### src/design/cocc_pkg.sv
// Package: shared types and constants for the capsule collision checker.
`timescale 1ns / 1ps
package cocc_pkg;

  localparam int MAX_CIRCLES = 16;
  localparam int MAX_LINES   = 16;
  localparam int FRAC_BITS   = 16;
  localparam int EPS_LSB     = 1;

  localparam int SLOT_W = 4;
  localparam int CNT_W  = 5;
  localparam int WIDE_W = 192;

  localparam logic [WIDE_W-1:0] EPS_AREA = WIDE_W'(EPS_LSB) << FRAC_BITS;

  typedef logic signed [WIDE_W-1:0] wide_t;

  typedef enum logic [1:0] {
    REQ_CHECK = 2'd0,
    REQ_LOAD_CIRCLE = 2'd1,
    REQ_LOAD_LINE = 2'd2,
    REQ_NONE = 2'd3
  } req_t;

  typedef enum logic [1:0] {
    CAUSE_NONE = 2'd0,
    CAUSE_WORLD = 2'd1,
    CAUSE_CIRCLE = 2'd2,
    CAUSE_LINE = 2'd3
  } cause_t;

  typedef enum logic [1:0] {
    CFG_WORLD_W = 2'd0,
    CFG_WORLD_H = 2'd1,
    CFG_CIRCLES = 2'd2,
    CFG_LINES = 2'd3
  } cfg_idx_t;

  // Arithmetic unit opcodes.
  typedef enum logic [1:0] {
    OP_MUL = 2'd0,
    OP_ADD = 2'd1,
    OP_SUB = 2'd2
  } alu_op_t;

  typedef struct packed {
    alu_op_t op;
    wide_t   a;
    wide_t   b;
  } alu_req_t;

  typedef enum logic [4:0] {
    ST_IDLE,
    ST_LOAD,
    ST_BOUNDS,
    ST_OBJ,
    ST_SEG,
    ST_PN_SETUP,
    ST_PN_DD,
    ST_PN_DD2,
    ST_PN_DP,
    ST_PN_DP2,
    ST_PN_WW,
    ST_PN_WW2,
    ST_PN_BB,
    ST_PN_BB2,
    ST_PN_C1,
    ST_PN_C2,
    ST_PN_CC,
    ST_PN_TD,
    ST_PN_FIN,
    ST_CR_1,
    ST_CR_2,
    ST_CR_3,
    ST_CR_4,
    ST_CR_5,
    ST_CR_6,
    ST_CR_FIN,
    ST_NEXT,
    ST_DONE
  } state_t;

endpackage

### src/design/cocc_alu.sv
// Shared arithmetic unit: one signed multiply (32x32 partial products) or add/sub per request.
`timescale 1ns / 1ps
module cocc_alu
  import cocc_pkg::*;
(
  input  logic     clk,
  input  logic     rst_n,
  input  logic     req_valid,
  input  alu_req_t req,
  output logic     done,
  output wide_t    res
);

  // Multiply walks 6x6 limbs of 32 bits, one partial product per cycle.
  localparam int LIMBS = WIDE_W / 32;
  localparam int LW    = $clog2(LIMBS);

  logic           busy_r, busy_nxt;
  logic [LW-1:0]  i_r, i_nxt, j_r, j_nxt;
  wide_t          a_r, a_nxt, b_r, b_nxt, acc_r, acc_nxt;
  logic           done_r, done_nxt;
  logic [63:0]    pp;
  logic [31:0]    la, lb;

  assign la = a_r[i_r*32 +: 32];
  assign lb = b_r[j_r*32 +: 32];
  assign pp = {32'd0, la} * {32'd0, lb};

  always_comb begin
    busy_nxt = busy_r;
    i_nxt = i_r;
    j_nxt = j_r;
    a_nxt = a_r;
    b_nxt = b_r;
    acc_nxt = acc_r;
    done_nxt = 1'b0;
    if (!busy_r && req_valid) begin
      unique case (req.op)
        OP_ADD: begin
          acc_nxt = req.a + req.b;
          done_nxt = 1'b1;
        end
        OP_SUB: begin
          acc_nxt = req.a - req.b;
          done_nxt = 1'b1;
        end
        default: begin
          a_nxt = req.a;
          b_nxt = req.b;
          acc_nxt = '0;
          i_nxt = '0;
          j_nxt = '0;
          busy_nxt = 1'b1;
        end
      endcase
    end else if (busy_r) begin
      if ((32'(i_r) + 32'(j_r)) < LIMBS)
        acc_nxt = acc_r + (wide_t'(pp) << ((32'(i_r) + 32'(j_r)) * 32));
      if (j_r == LW'(LIMBS - 1)) begin
        j_nxt = '0;
        if (i_r == LW'(LIMBS - 1)) begin
          busy_nxt = 1'b0;
          done_nxt = 1'b1;
        end else begin
          i_nxt = i_r + 1'b1;
        end
      end else begin
        j_nxt = j_r + 1'b1;
      end
    end
  end

  always_ff @(posedge clk) begin
    if (!rst_n) begin
      busy_r <= 1'b0;
      done_r <= 1'b0;
    end else begin
      busy_r <= busy_nxt;
      done_r <= done_nxt;
    end
    i_r <= i_nxt;
    j_r <= j_nxt;
    a_r <= a_nxt;
    b_r <= b_nxt;
    acc_r <= acc_nxt;
  end

  assign done = done_r;
  assign res  = acc_r;

  a_no_req_busy: assert property (@(posedge clk) disable iff (!rst_n)
    busy_r |-> !done_r || $past(busy_r))
    else $error("alu done while busy without prior busy");
  a_done_pulse: assert property (@(posedge clk) disable iff (!rst_n)
    done_r |=> !done_r || !busy_r)
    else $error("alu done overlaps new multiply");
  a_mul_starts: assert property (@(posedge clk) disable iff (!rst_n)
    (!busy_r && req_valid && req.op == OP_MUL) |=> busy_r)
    else $error("multiply did not start");

endmodule

### config.mk
export PLATFORM = sky130hd
export DESIGN_NAME = cocc_alu
export DESIGN_NICKNAME = d
export VERILOG_FILES = /design/src/design/cocc_pkg.sv /design/src/design/cocc_alu.sv
export SDC_FILE = /design/constraint.sdc
export NUM_CORES = 2
export LEC_CHECK = 0
export ABC_CLOCK_PERIOD_IN_PS = 13630
export BUFFER_PORTS_ARGS = -buffer_cell sky130_fd_sc_hd__buf_2
export CAP_MARGIN = 20
export CORE_ASPECT_RATIO = 1.5
export CORE_MARGIN = 2
export CORE_UTILIZATION = 45
export CTS_BUF_LIST = sky130_fd_sc_hd__clkbuf_16
export CTS_CLUSTER_DIAMETER = 50
export DETAILED_ROUTE_END_ITERATION = 6
export GPL_TIMING_DRIVEN = 0
export PLACE_DENSITY = 0.68
export SETUP_SLACK_MARGIN = 0.02
export SYNTH_ARGS = -nofsm -noshare
export SYNTH_HDL_FRONTEND = slang
export SYNTH_SLANG_ARGS = --single-unit
### constraint.sdc
create_clock -name clk -period 13.63 [get_ports clk]
set_input_delay 2.726 -clock clk [delete_from_list [all_inputs] [get_ports clk]]
set_output_delay 2.726 -clock clk [all_outputs]
set_load 0.05 [all_outputs]
==> impl_results.md, run 1 <==
* Synthesized area at 86900 um^2
* Initial Util at 0.452
* Share of the yosys chip area belonging to registers at 0.202
* IO Pins at 582
* Max H-tree Level at 3
* Inst Count DP at 13400
* FF+latch count, synth at 584
* Clock Path Buffers at 3
* Die Height at 542 um
* Synth warn at 0
* Clock tree sinks at 584
* Failing step: global routing
* Port buffer count at 581
* Vias in the first global route at 106000
* Status: did not finish
* GRT Overall Usage at 0.718
* Routability Congestion at 1.26
* Largest net degree at the start of global routing at 138
* Top_reg_cell synth: edfxtp_1
* Die Span X at 363 um
* Asr flop ratio synth at 0
* Mean Syn Cell Area at 8.49 um^2
* First Error: [ERROR GRT-0116] Global routing finished with congestion. Check the congestion regions in the DRC Viewer.
* Syn_nets at 12200
* Synth unique cells at 90
* Row cnt at 197
* Grt total ovfl at 385
* Gate Count Post-Synth at 10200
* Dpl hpwl at 490 mm
* Total CTS buffers at 76
* Clk root buf: clkbuf_16
* First-pass GRT wire length at 986 mm
* Number of synthesized flops with an enable pin at 582
## kinds of logic after synthesis
group	Yosys count	share of synthesized area
simple gates	3280	0.167
compound gates	2443	0.170
buf+inv	1597	0.0691
fa+ha+maj	1553	0.301
xor+xnor	630	0.0636
flops	584	0.202
mux	147	0.0263
## per-layer routing
metal | GRT overflow | global-route usage
met5 | 0 | 0.213
met4 | 173 | 0.715
met3 | 5 | 0.565
met2 | 204 | 0.902
met1 | 3 | 0.704
## synthesized netlist by cell type (185+ instances only)
library cell | instances | area, um^2
edfxtp_1 | 582 | 17500
a21oi_1 | 887 | 4440
o21ai_0 | 461 | 2310
o22ai_1 | 212 | 1330
nand4_1 | 239 | 1500
clkbuf_1 | 517 | 1940
nor2_1 | 1324 | 4970
fa_1 | 899 | 18000
xnor2_1 | 453 | 3970
ha_1 | 654 | 8180
nor3_1 | 185 | 926
a21o_1 | 281 | 2110
inv_1 | 1044 | 3920
nand2_1 | 1022 | 3840
## repair_timing
item                                    4_1_cts
gates resized for setup                     715
endpoints found under the hold margin         0
endpoints found under the setup margin      170
buffers inserted                            101
hold buffers                                  0
cloned                                        1
pin swaps                                    84
## per-stage QoR
stage	instance area, um^2	setup WS, ns	hold slack (ns)
detailed placement	94400	-6.47	0.655
CTS	100000	-0.0107	0.668
floorplan	86900	0.883	0.499
global placement	92900	-9.51	0.629
==> inputs of run 2 (changes only) <==
ABC_CLOCK_PERIOD_IN_PS = 17700   (was 13630)
CORE_ASPECT_RATIO = unset   (was 1.5)
CORE_UTILIZATION = 30   (was 45)
CTS_BUF_LIST = unset   (was sky130_fd_sc_hd__clkbuf_16)
CTS_CLUSTER_DIAMETER = unset   (was 50)
PLACE_DENSITY = unset   (was 0.68)
PLACE_DENSITY_LB_ADDON = 0.15   (was unset)
SETUP_SLACK_MARGIN = unset   (was 0.02)
clock period = 17.7 ns   (was 13.63 ns; I/O delays follow)
==> run 2 against run 1 <==
Net effect:
- the flow now finishes without violations
- synthesized area did not move
- synthesized cell count did not move
==> impl_results.md, run 2 <==
* Inst Count DP at 14700
* R2R cell count at 46
* Largest net degree at the start of global routing at 135
* TritonCTS clock tree: yes
* Synth unique cells at 90
* Mean Syn Cell Area at 8.49 um^2
* Synthesized area at 86900 um^2
* FF-to-FF Start: j_r[0]$_SDFFCE_PN0P_
* Dpl hpwl at 491 mm
* Via density at 5.85
* Req. time, crit path at 18.11 ns
* Share of the yosys chip area belonging to registers at 0.202
* Top cell type's share of synthesized area at 0.207
* Synth warn at 0
* Rel. slew slack at 0.120
* Die Height at 542 um
* Max H-tree Level at 3
* DRC Markers at 0
* First-pass DRT Iterations at 7
* Hold Vio Cnt, Final at 0
* Die Span X at 542 um
* Total CTS buffers at 77
* Row cnt at 197
* Ratio of final minimum period to clock period at 0.994
* Port buffer count at 581
* FF+latch count, synth at 584
* RSZ-0062 raised after global routing: false
* R2R Setup Slk at 0.10 ns
* Hold Crit Class: flip-flop to flip-flop
* Slowest CP cell: xnor2_2
* CP Launch Type: flip-flop
* Synth area leaders: fa_1 (21%), edfxtp_1 (20%), ha_1 (9.4%)
* Vias at 87000
* Most frequent CP cell: fa_1
* Vias in the first global route at 85400
* Number of synthesized flops with an enable pin at 582
* CP arrival at 18.00 ns
* Most numerous cell in the Yosys netlist: nor2_1
* Initial Util at 0.301
* Initial antenna violation count at 104
* Worst slack, placed at -2.30 ns
* Crit path depth at 46
* Minimum clock period at 17.60 ns
* Crit path launch: j_r[0]$_SDFFCE_PN0P_
* Fin nets at 12900
* Worst Setup EP: res[191]$_DFFE_PP_
* Gate Count Post-Synth at 10200
* IO Pins at 582
* Clock Path Buffers at 3
* Final setup viols at 0
* Setup Skew at 0.0691 ns
* Worst slew pin tran at 1.31 ns
* R2r endpoint: res[191]$_DFFE_PP_
* Max cap viols at 0
* Die area at 294000 um^2
* CP delay by family, top: compound AO/OA/AOI/OAI gates
* Top post-synthesis cells by count: nor2_1 (1324), inv_1 (1044), nand2_1 (1022)
* GRT Overall Usage at 0.370
* Initial DRC count at 10400
* Post-synth top area cell: fa_1
* Worst-Skew Late Latency at 0.77 ns
* Clk root buf: clkbuf_16
* Core Box Area at 288000 um^2
* Routability Congestion at 1.06
* Top_reg_cell synth: edfxtp_1
* DR WL/cell at 37.5 um
* Antenna Violating Nets Remaining at 0
* Status: completed
* Final Max Tran Viols at 0
* Clock-pin slew of the registers on the worst-case setup and hold paths at 0.07 ns
* Grt total ovfl at 0
* Fin cells at 14900
* First-pass GRT wire length at 737 mm
* Most common cell after layout, fill and taps aside: nor2_1
* Syn-to-layout area delta at 13.9%
* WP buf/inv at 11
* Crit path kind: flip-flop to flip-flop
* Syn_nets at 12200
* Hold-fix buffers, CTS at 0
* Most frequent cells in the layout: nor2_1 (1319), inv_1 (1043), nand2_1 (1021)
* Final Worst Setup Slack at 0.105 ns
* CP Capture Type: flip-flop
* Clock tree sinks at 584
* Achievable frequency at 56.8 MHz
* Asr flop ratio synth at 0
* Largest stage delay on the critical path at 0.73 ns
* Fraction of layout cells with a size suffix above 1 at 0.0953
* CP Max Fanout at 10
* Total Wirelength at 558 mm
* # fillers at 30700
[run 2: cell counts after synthesis]
No cell type changed its count.
[run 2: stage by stage]
stage                     setup TNS (ns)  utilization  instance area, um^2  hold slack (ns)
after floorplan                        0            -                86900            0.499
after detailed placement          -80.28        0.332                95700            0.687
after global routing                   0        0.343                98800            0.760
after CTS                              0        0.342                98500            0.697
final                                  0        0.343                98900            0.704
after global placement           -280.58        0.328                94500            0.669
[run 2: layout make-up]
class                           instances  area [um^2]  share of cell area
Multi-Input combinational cell       8053        63800               0.645
Tap cell                             3781         4730              0.0478
Sequential cell                       584        17500               0.177
Clock buffer                           98         2010              0.0203
Antenna cell                           60          150             0.00152
Clock inverter                         44          512             0.00517
Buffer                                546         2140              0.0216
Timing Repair Buffer                  667         4100              0.0415
Inverter                             1047         3940              0.0398
[run 2: worst min-delay path by stage]
stage                              startpoint             endpoint  depth (start not counted)
final                        res[0]$_DFFE_PP_     res[0]$_DFFE_PP_                          3
after global routing         res[0]$_DFFE_PP_     res[0]$_DFFE_PP_                          3
after CTS                    res[0]$_DFFE_PP_     res[0]$_DFFE_PP_                          3
after detailed placement     res[0]$_DFFE_PP_     res[0]$_DFFE_PP_                          3
after global placement       res[0]$_DFFE_PP_     res[0]$_DFFE_PP_                          3
after floorplan           busy_r$_SDFFE_PN0P_  busy_r$_SDFFE_PN0P_                          2
[run 2: worst reg2reg max path, delay by kind of cell, from the launching register on]
family                   cells  cell delay (ns)
adder cells (fa/ha/maj)     10             5.00
AND/OR/NAND/NOR              9             2.00
XOR/XNOR                     3             1.12
buffers and inverters       11             3.03
multiplexers                 1             0.24
AO/OA/AOI/OAI               12             5.30
flip-flops                   1             0.57
[run 2: timing repair]
item                                    in CTS  in global routing
endpoints found under the setup margin      96                 43
cloned                                       0                  0
endpoints found under the hold margin        0                  0
gates resized for setup                     83                 39
buffers inserted                             4                  5
pin swaps                                    2                  3
[run 2: kinds of logic (layout without fill, tap and decap cells)]
kind of cell / after synthesis / after routing / share of synthesized area
and+or+nand+nor: 3280 / 3280 / 0.167
AOI/OAI and AO/OA: 2443 / 2443 / 0.170
buffers and inverters: 1597 / 2402 / 0.0691
adders and majority gates: 1553 / 1553 / 0.301
xor gates and xnor gates: 630 / 630 / 0.0636
DFF: 584 / 584 / 0.202
muxes: 147 / 147 / 0.0263
other: 0 / 60 / 0
[run 2: routing by layer]
layer	part of all wire	track usage	routed length, um
met4	0.091	0.282	51000
met2	0.44	0.577	248000
met1	0.38	0.448	211000
met3	0.086	0.0737	47800
met5	0.00057	0	319
Power of run 2 is not shown: default switching activity piles up to over one toggle a cycle in this logic, so the estimate is an artifact.
